==> src/sv/uvs_pkg.sv <==
// Shared types, mesh constants and elaboration-time trig tables for the UV sphere generator.
package uvs_pkg;

  localparam int STACKS = 80;
  localparam int SLICES = 40;
  localparam int RING   = SLICES + 1;
  localparam int SOUTH  = 1 + (STACKS - 1) * RING;
  localparam int PHI_N   = 2 * STACKS;
  localparam int THETA_N = SLICES;
  localparam longint PI_HALF_Q30 = 64'd1686629713;
  localparam longint ONE_Q30     = 64'd1073741824;

  localparam int PHI_IDX_W   = $clog2(STACKS + 1);
  localparam int THETA_IDX_W = $clog2(SLICES + 1);

  localparam logic signed [15:0] Q14_ONE = 16'sd16384;

  typedef enum logic {
    CMD_VERTEX   = 1'b0,
    CMD_TRIANGLE = 1'b1
  } cmd_e;

  typedef enum logic [1:0] {
    TRI_TOP = 2'd0,
    TRI_MID = 2'd1,
    TRI_BOT = 2'd2
  } tri_cls_e;

  typedef struct packed {
    logic signed [15:0] s;
    logic signed [15:0] c;
  } sc_t;

  typedef sc_t [0:STACKS] phi_tab_t;
  typedef sc_t [0:SLICES] theta_tab_t;

  function automatic longint mul30(longint a, longint b);
    return (a * b + 64'd536870912) >>> 30;
  endfunction

  function automatic longint sin_series(longint x);
    longint x2, p3, p5, p7, p9;
    x2 = mul30(x, x);
    p3 = mul30(x, x2);
    p5 = mul30(p3, x2);
    p7 = mul30(p5, x2);
    p9 = mul30(p7, x2);
    return x - p3 / 6 + p5 / 120 - p7 / 5040 + p9 / 362880;
  endfunction

  function automatic longint cos_series(longint x);
    longint x2, p4, p6, p8, p10;
    x2  = mul30(x, x);
    p4  = mul30(x2, x2);
    p6  = mul30(p4, x2);
    p8  = mul30(p6, x2);
    p10 = mul30(p8, x2);
    return ONE_Q30 - x2 / 2 + p4 / 24 - p6 / 720 + p8 / 40320 - p10 / 3628800;
  endfunction

  function automatic logic signed [15:0] to_q14(longint v);
    longint r;
    if (v < 0) begin
      v = 0;
    end
    r = (v + 32768) >>> 16;
    if (r > 16384) begin
      r = 16384;
    end
    return 16'(r);
  endfunction

  // Divide by the angle step count of either table.
  function automatic longint div_n(longint v, bit phi);
    return phi ? v / PHI_N : v / THETA_N;
  endfunction

  // Sine and cosine of 2*pi*k/n in Q1.14, n picked by phi.
  function automatic sc_t trig_q14(int k, bit phi);
    longint n, m, q, rem, x;
    logic signed [15:0] a, b;
    sc_t r;
    n   = phi ? longint'(PHI_N) : longint'(THETA_N);
    m   = phi ? longint'(k % PHI_N) : longint'(k % THETA_N);
    q   = div_n(4 * m, phi);
    rem = 4 * m - q * n;
    if (2 * rem <= n) begin
      x = div_n(PI_HALF_Q30 * rem + n / 2, phi);
      a = to_q14(sin_series(x));
      b = to_q14(cos_series(x));
    end else begin
      x = div_n(PI_HALF_Q30 * (n - rem) + n / 2, phi);
      a = to_q14(cos_series(x));
      b = to_q14(sin_series(x));
    end
    case (q[1:0])
      2'd0: begin r.s = a;  r.c = b;  end
      2'd1: begin r.s = b;  r.c = -a; end
      2'd2: begin r.s = -a; r.c = -b; end
      default: begin r.s = -b; r.c = a; end
    endcase
    return r;
  endfunction

  function automatic phi_tab_t build_phi_tab();
    phi_tab_t t;
    for (int k = 0; k <= STACKS; k++) begin
      t[k] = trig_q14(k, 1'b1);
    end
    return t;
  endfunction

  function automatic theta_tab_t build_theta_tab();
    theta_tab_t t;
    for (int k = 0; k <= SLICES; k++) begin
      t[k] = trig_q14(k, 1'b0);
    end
    return t;
  endfunction

  localparam phi_tab_t   PHI_TAB   = build_phi_tab();
  localparam theta_tab_t THETA_TAB = build_theta_tab();

  // Q1.14 product, rounded half away from zero.
  function automatic logic signed [15:0] mul_q14(logic signed [15:0] a, logic signed [15:0] b);
    logic [15:0] ua, ub;
    logic [31:0] p;
    logic [15:0] m;
    ua = a[15] ? 16'(-a) : 16'(a);
    ub = b[15] ? 16'(-b) : 16'(b);
    p  = 32'(ua) * 32'(ub) + 32'd8192;
    m  = p[29:14];
    return (a[15] ^ b[15]) ? -$signed(m) : $signed(m);
  endfunction

  // Q8.8 radius times Q1.14 component, rounded half away from zero.
  function automatic logic signed [16:0] scale_pos(logic [15:0] r, logic signed [15:0] n);
    logic [15:0] un;
    logic [31:0] p;
    logic [16:0] m;
    un = n[15] ? 16'(-n) : 16'(n);
    p  = 32'(r) * 32'(un) + 32'd8192;
    m  = p[30:14];
    return n[15] ? -$signed(m) : $signed(m);
  endfunction

endpackage

==> src/sv/uv_sphere_mesh_generator_top.sv <==
// UV sphere mesh generator: vertex and triangle requests in, one mesh element out per request.
// Each request yields exactly one result after three register stages (table lookup and range
// check, normal product and corner indices, radius scaling); a new request enters every clock
// cycle, so the sustained rate is one item per cycle and only back pressure on the result
// channel slows it. The sine and cosine tables are constants built at elaboration, so there is
// no clearing pass after reset. The radius register (unsigned Q8.8, reset 1.0) is written over
// the cfg channel, by the user only while no request is in flight; no check enforces this.
module uv_sphere_mesh_generator_top (
  input  logic         clk_i,
  input  logic         rst_ni,
  input  logic         cfg_valid_i,
  output logic         cfg_ready_o,
  input  logic [15:0]  cfg_data_i,     // radius
  input  logic         s_axis_tvalid,
  output logic         s_axis_tready,
  input  logic [15:0]  s_axis_tdata,   // band[6:0], slice[12:7], half[13], zero pad
  input  logic         s_axis_tuser,   // command
  output logic         m_axis_tvalid,
  input  logic         m_axis_tready,
  // pos_x, pos_y, pos_z (17 b each), normal_x, normal_y, normal_z (16 b each),
  // corner_a, corner_b, corner_c (12 b each), one zero pad bit
  output logic [135:0] m_axis_tdata,
  output logic         m_axis_tuser    // error
);
  import uvs_pkg::*;

  logic [15:0] radius_q;

  assign cfg_ready_o = 1'b1;

  always_ff @(posedge clk_i or negedge rst_ni) begin
    if (!rst_ni) begin
      radius_q <= 16'd256;
    end else if (cfg_valid_i) begin
      radius_q <= cfg_data_i;
    end
  end

  // Stall chain: a stage loads when empty or when the next one loads.
  logic en1, en2, en3;
  logic v1_q, v2_q, v3_q;

  assign en3 = !v3_q || m_axis_tready;
  assign en2 = !v2_q || en3;
  assign en1 = !v1_q || en2;
  assign s_axis_tready = en1;

  always_ff @(posedge clk_i or negedge rst_ni) begin
    if (!rst_ni) begin
      v1_q <= 1'b0;
      v2_q <= 1'b0;
      v3_q <= 1'b0;
    end else begin
      if (en1) begin
        v1_q <= s_axis_tvalid;
      end
      if (en2) begin
        v2_q <= v1_q;
      end
      if (en3) begin
        v3_q <= v2_q;
      end
    end
  end

  // ---------------- stage 1: decode, range check, table lookup ----------------
  logic       in_cmd;
  logic [6:0] in_band;
  logic [5:0] in_slice;
  logic       in_half;

  assign in_cmd   = s_axis_tuser;
  assign in_band  = s_axis_tdata[6:0];
  assign in_slice = s_axis_tdata[12:7];
  assign in_half  = s_axis_tdata[13];

  logic                   top_pole_d, bot_pole_d, inner_d;
  logic                   err_d;
  logic [PHI_IDX_W-1:0]   phi_idx;
  logic [THETA_IDX_W-1:0] theta_idx;
  tri_cls_e               cls_d;
  logic [11:0]            row_d;

  always_comb begin
    top_pole_d = (in_band == 7'd0);
    bot_pole_d = (in_band == 7'(STACKS));
    inner_d    = !top_pole_d && !bot_pole_d;
    if (in_cmd == CMD_VERTEX) begin
      err_d = (in_band > 7'(STACKS)) || (inner_d && (in_slice > 6'(SLICES)));
    end else begin
      err_d = (in_band > 7'(STACKS - 1)) || (in_slice >= 6'(SLICES));
    end
    phi_idx   = (in_band <= 7'(STACKS)) ? PHI_IDX_W'(in_band) : '0;
    theta_idx = (in_slice <= 6'(SLICES)) ? THETA_IDX_W'(in_slice) : '0;
    if (in_band == 7'd0) begin
      cls_d = TRI_TOP;
    end else if (in_band == 7'(STACKS - 1)) begin
      cls_d = TRI_BOT;
    end else begin
      cls_d = TRI_MID;
    end
    row_d = 12'(({5'd0, in_band} - 12'd1) * 12'(RING)) + 12'd1;
  end

  logic        cmd1_q, err1_q, top1_q, bot1_q, half1_q;
  sc_t         phi1_q, theta1_q;
  tri_cls_e    cls1_q;
  logic [11:0] row1_q;
  logic [5:0]  slice1_q;

  always_ff @(posedge clk_i) begin
    if (en1) begin
      cmd1_q   <= in_cmd;
      err1_q   <= err_d;
      top1_q   <= top_pole_d;
      bot1_q   <= bot_pole_d;
      half1_q  <= in_half;
      phi1_q   <= PHI_TAB[phi_idx];
      theta1_q <= THETA_TAB[theta_idx];
      cls1_q   <= cls_d;
      row1_q   <= row_d;
      slice1_q <= in_slice;
    end
  end

  // ---------------- stage 2: normal products, corner indices ----------------
  logic signed [15:0] nx_d, ny_d, nz_d;
  logic [11:0]        ca_d, cb_d, cc_d;
  logic [11:0]        j, r0, r1;

  always_comb begin
    j  = {6'd0, slice1_q};
    r0 = row1_q;
    r1 = row1_q + 12'(RING);
    nx_d = '0;
    ny_d = '0;
    nz_d = '0;
    ca_d = '0;
    cb_d = '0;
    cc_d = '0;
    if (!err1_q && cmd1_q == CMD_VERTEX) begin
      if (top1_q) begin
        ny_d = Q14_ONE;
      end else if (bot1_q) begin
        ny_d = -Q14_ONE;
      end else begin
        nx_d = mul_q14(phi1_q.s, theta1_q.c);
        ny_d = phi1_q.c;
        nz_d = mul_q14(phi1_q.s, theta1_q.s);
      end
    end else if (!err1_q) begin
      case (cls1_q)
        TRI_TOP: begin
          cb_d = j + 12'd2;
          cc_d = j + 12'd1;
        end
        TRI_BOT: begin
          ca_d = 12'(SOUTH);
          cb_d = 12'(SOUTH - RING) + j;
          cc_d = 12'(SOUTH - RING) + j + 12'd1;
        end
        default: begin
          if (!half1_q) begin
            ca_d = r0 + j;
            cb_d = r0 + j + 12'd1;
            cc_d = r1 + j;
          end else begin
            ca_d = r1 + j;
            cb_d = r0 + j + 12'd1;
            cc_d = r1 + j + 12'd1;
          end
        end
      endcase
    end
  end

  logic               err2_q;
  logic signed [15:0] nx2_q, ny2_q, nz2_q;
  logic [11:0]        ca2_q, cb2_q, cc2_q;

  always_ff @(posedge clk_i) begin
    if (en2) begin
      err2_q <= err1_q;
      nx2_q  <= nx_d;
      ny2_q  <= ny_d;
      nz2_q  <= nz_d;
      ca2_q  <= ca_d;
      cb2_q  <= cb_d;
      cc2_q  <= cc_d;
    end
  end

  // ---------------- stage 3: radius scaling, output register ----------------
  logic               err3_q;
  logic signed [16:0] px3_q, py3_q, pz3_q;
  logic signed [15:0] nx3_q, ny3_q, nz3_q;
  logic [11:0]        ca3_q, cb3_q, cc3_q;

  always_ff @(posedge clk_i) begin
    if (en3) begin
      err3_q <= err2_q;
      px3_q  <= scale_pos(radius_q, nx2_q);
      py3_q  <= scale_pos(radius_q, ny2_q);
      pz3_q  <= scale_pos(radius_q, nz2_q);
      nx3_q  <= nx2_q;
      ny3_q  <= ny2_q;
      nz3_q  <= nz2_q;
      ca3_q  <= ca2_q;
      cb3_q  <= cb2_q;
      cc3_q  <= cc2_q;
    end
  end

  assign m_axis_tvalid = v3_q;
  assign m_axis_tuser  = err3_q;
  assign m_axis_tdata  = {1'b0, cc3_q, cb3_q, ca3_q, nz3_q, ny3_q, nx3_q,
                          pz3_q, py3_q, px3_q};

`ifndef SYNTHESIS
  a_err_zero: assert property (@(posedge clk_i) disable iff (!rst_ni)
    m_axis_tvalid && m_axis_tuser |-> m_axis_tdata == '0)
    else $error("error result carries nonzero payload");

  a_full_stall: assert property (@(posedge clk_i) disable iff (!rst_ni)
    v1_q && v2_q && v3_q && !m_axis_tready |-> !s_axis_tready)
    else $error("input accepted while pipeline is full and stalled");

  a_tri_no_geom: assert property (@(posedge clk_i) disable iff (!rst_ni)
    v2_q && (ca2_q != '0 || cb2_q != '0 || cc2_q != '0) |->
      nx2_q == '0 && ny2_q == '0 && nz2_q == '0)
    else $error("triangle result carries a normal");

  a_normal_range: assert property (@(posedge clk_i) disable iff (!rst_ni)
    v2_q |-> ny2_q <= Q14_ONE && ny2_q >= -Q14_ONE && nx2_q <= Q14_ONE && nx2_q >= -Q14_ONE)
    else $error("normal component outside unit range");
`endif

endmodule

==> config.mk <==
export PLATFORM = sky130hd
export DESIGN_NAME = uv_sphere_mesh_generator_top
export DESIGN_NICKNAME = d
export VERILOG_FILES = /design/src/sv/uvs_pkg.sv /design/src/sv/uv_sphere_mesh_generator_top.sv
export SDC_FILE = /design/constraint.sdc
export NUM_CORES = 2
export LEC_CHECK = 0
export ABC_AREA = 1
export BUFFER_PORTS_ARGS = -buffer_cell sky130_fd_sc_hd__buf_2
export CAP_MARGIN = 10
export CORE_ASPECT_RATIO = 1.25
export CORE_MARGIN = 2
export CORE_UTILIZATION = 51
export DETAILED_ROUTE_END_ITERATION = 8
export PLACE_DENSITY = 0.67
export RECOVER_POWER = 25
export SKIP_LAST_GASP = 1
export SLEW_MARGIN = 40
export SYNTH_ARGS = -nofsm -noshare
export SYNTH_HDL_FRONTEND = slang
export SYNTH_SLANG_ARGS = --single-unit
==> constraint.sdc <==
create_clock -name clk_i -period 14.97 [get_ports clk_i]
set_clock_uncertainty 0.2 [all_clocks]
set_input_delay 2.994 -clock clk_i [delete_from_list [all_inputs] [get_ports clk_i]]
set_output_delay 2.994 -clock clk_i [all_outputs]
set_load 0.05 [all_outputs]
==> impl_metrics.csv <==
group,metric,value,unit
status,status,"finished with violations",
status,violations,"DRC, capacitance limit, slew limit",
route,routed_via_density,5.520,
timing,worst_pin_slew,1.918,ns
global_routing,globalRouteOverflowTotal,0,
clock_network,cts_tree,"done",
placement,pre_cts_ws,6.157,ns
yosys,synth_nets,9921,
yosys,yosys.cell_types.count,76,
clock_network,ctsResizeCount,0,
yosys,avgSynthCellArea,7.686,µm²
route,dr.pass1.iters,8,
clock_network,root_buffer,"clkbuf_16",
route,drtIter0Drc,4133,
yosys,yosysTopAreaCell,"fa_1",
timing,finalWorstSetupSlack,4.460,ns
setup_path,reg2reg_depth,30,
timing,min_period,10.51,ns
clock_network,post_cts_buffers,0,
yosys,synth.most_common_cell,"nand2_1",
placement,place_hpwl,160.7,mm
setup_path,cp_data_required_time,15.17,ns
timing,hold_viol,0,
setup_path,worstPathMaxFanout,27,
floorplan,ios,178,
yosys,synth_commonest_cells,"nand2_1, inv_1, nor2_1",
setup_path,cp_common_cell,"nand2_1",
setup_path,path_class,"flip-flop to flip-flop",
timing,clock.fmax,95.15,MHz
yosys,ys.flop_type,"edfxtp_1",
clock_network,clk_path_buf_depth,3,
floorplan,die_w,320.7,µm
placement,routabilityCongestion,1.029,
yosys,synth_warnings,0,
timing,setup_viol,0,
cells_and_area,drive_gt1_share,5.070,%
timing,finalSetupTns,0,ns
floorplan,die_h,399.9,µm
setup_path,cp.arrival,10.71,ns
clock_network,clock_sinks,328,
yosys,ys_seq_area_share,15.26,%
clock_network,cts_max_level,2,
global_routing,grt_pass1_vias,57000,
route,routedWlPerCell,20.15,µm
floorplan,initial_core_util,51.29,%
min_path,hold_path.class,"flip-flop to flip-flop",
route,drc,2,
min_path,hold_depth,0,
cells_and_area,fin_nets,9976,
yosys,synth.top_cell.area_share,29.62,%
global_routing,grt_max_degree,68,
cells_and_area,area_growth,5.844,%
yosys,netlist_instances,8318,
floorplan,die_area,128200,µm²
global_routing,grt_use_total,31.89,%
cells_and_area,fill_cells,11910,
yosys,synth_area_leaders,"fa_1, edfxtp_1, ha_1",
clock_network,path_clk_slew,0.06,ns
route,wl,201.9,mm
clock_network,clock_latency,0.66,ns
yosys,async_flop_share,5.793,%
cells_and_area,layout.cells.non_filler,10020,
timing,drv_slew,133,
cells_and_area,multi_input_area,46260,µm²
run,cap_viol_max_count,5,
setup_path,end_kind,"flip-flop",
placement,io_buffers,173,
clock_network,cts_buffers,38,
global_routing,antenna_found_initial,4,
floorplan,core,124600,µm²
timing,holdWs,0.2086,ns
yosys,synth_seq_cells,328,
global_routing,grt_pass1_wl,314.8,mm
cells_and_area,seqCellArea,9757,µm²
yosys,netlist_area,63930,µm²
placement,place_inst,9949,
clock_network,hold_buffers,0,
floorplan,rows,145,
setup_path,slowest_delay,1.37,ns
timing,rsz0062_at_grt,"false",
timing,relSlewSlack,-27.89,%
setup_path,setup.worst_path.start_class,"flip-flop",
yosys,synth_edf_count,309,
setup_path,crit_slowest_cell,"clkbuf_1",
timing,fin_crit_sh,70.21,%
route,ant_nets,0,
route,vias,55320,
## registers in the layout, indices dropped and copies added (netlist names), 12 cells and up
signal and cells:
theta1_q 32, nx3_q 16, cb2_q 12, px3_q 17
ca3_q 12, r0 12, cc3_q 12, pz3_q 17
py3_q 17, ny3_q 16, cc2_q 12, nz2_q 16
nz3_q 16, ca2_q 12, cb3_q 12, nx2_q 16
radius_q 16, ny2_q 16, phi1_q 31
## final timing paths
check	from	slack [ns]	to
worst min-delay path	err2_q	0.21	m_axis_tuser
max in group asynchronous	rst_ni	11.00	radius_q[10]
min in group asynchronous	rst_ni	2.52	radius_q[5]
worst max register to register	ny2_q[15]	4.46	py3_q[10]
worst min register to register	err2_q	0.21	m_axis_tuser
worst max-delay path	ny2_q[15]	4.46	py3_q[10]
## routing by layer
layer	GRT usage (%)	part of all wire, %	up-vias
met5	0	0.0064	-
met4	16.20	5.7	2
met3	4.378	6.9	622
met2	56.81	50	2276
met1	37.58	37	26940
li1	-	-	25480
## cells in the final DEF, fill, tap and decap left out, types with 59 or more instances in the layout
cell type     n
o21ai_0     264
xor2_1       75
nor2_1     1029
buf_4        59
edfxtp_1    309
nor3_1       88
inv_1      1799
buf_2       163
a21oi_1     252
fa_1        946
nand2_1    1873
ha_1        619
nand3_1     273
## worst max-delay path, delay by kind of cell (launching register included)
| family | cells | cell delay, ns |
|---|---|---|
| flip-flops | 1 | 0.33 |
| adder cells (fa/ha/maj) | 8 | 3.14 |
| XOR/XNOR | 2 | 0.31 |
| buffers and inverters | 7 | 3.53 |
| AND/OR/NAND/NOR | 13 | 2.68 |
## cells by family after synthesis
family	synth area share (%)
other	0.01175
buffers and inverters	12.41
adder cells (fa/ha/maj)	41.74
XOR/XNOR	1.861
AO/OA/AOI/OAI	6.636
flip-flops	15.26
AND/OR/NAND/NOR	22.08
## cell type report
cell class                      count  area share [%]
Multi-Input combinational cell   5896           68.37
Timing Repair Buffer              241           1.993
Inverter                         1868           10.37
Clock buffer                       42           1.427
Tap cell                         1617           2.990
Antenna cell                        2        0.007396
Clock inverter                     27          0.4290
Sequential cell                   328           14.42
## metrics by stage
| stage | util, % | cell area [µm²] |
|---|---|---|
| after CTS | 54.32 | 67700 |
| after detailed placement | 53.31 | 66440 |
| after global routing | 54.29 | 67660 |
| after global placement | 53.29 | 66420 |
| after floorplan | - | 63930 |
| final | 54.29 | 67670 |
Power is left out: the tool's default activity adds up to more than one toggle a clock period on the data nets, which glitch-free logic cannot reach.
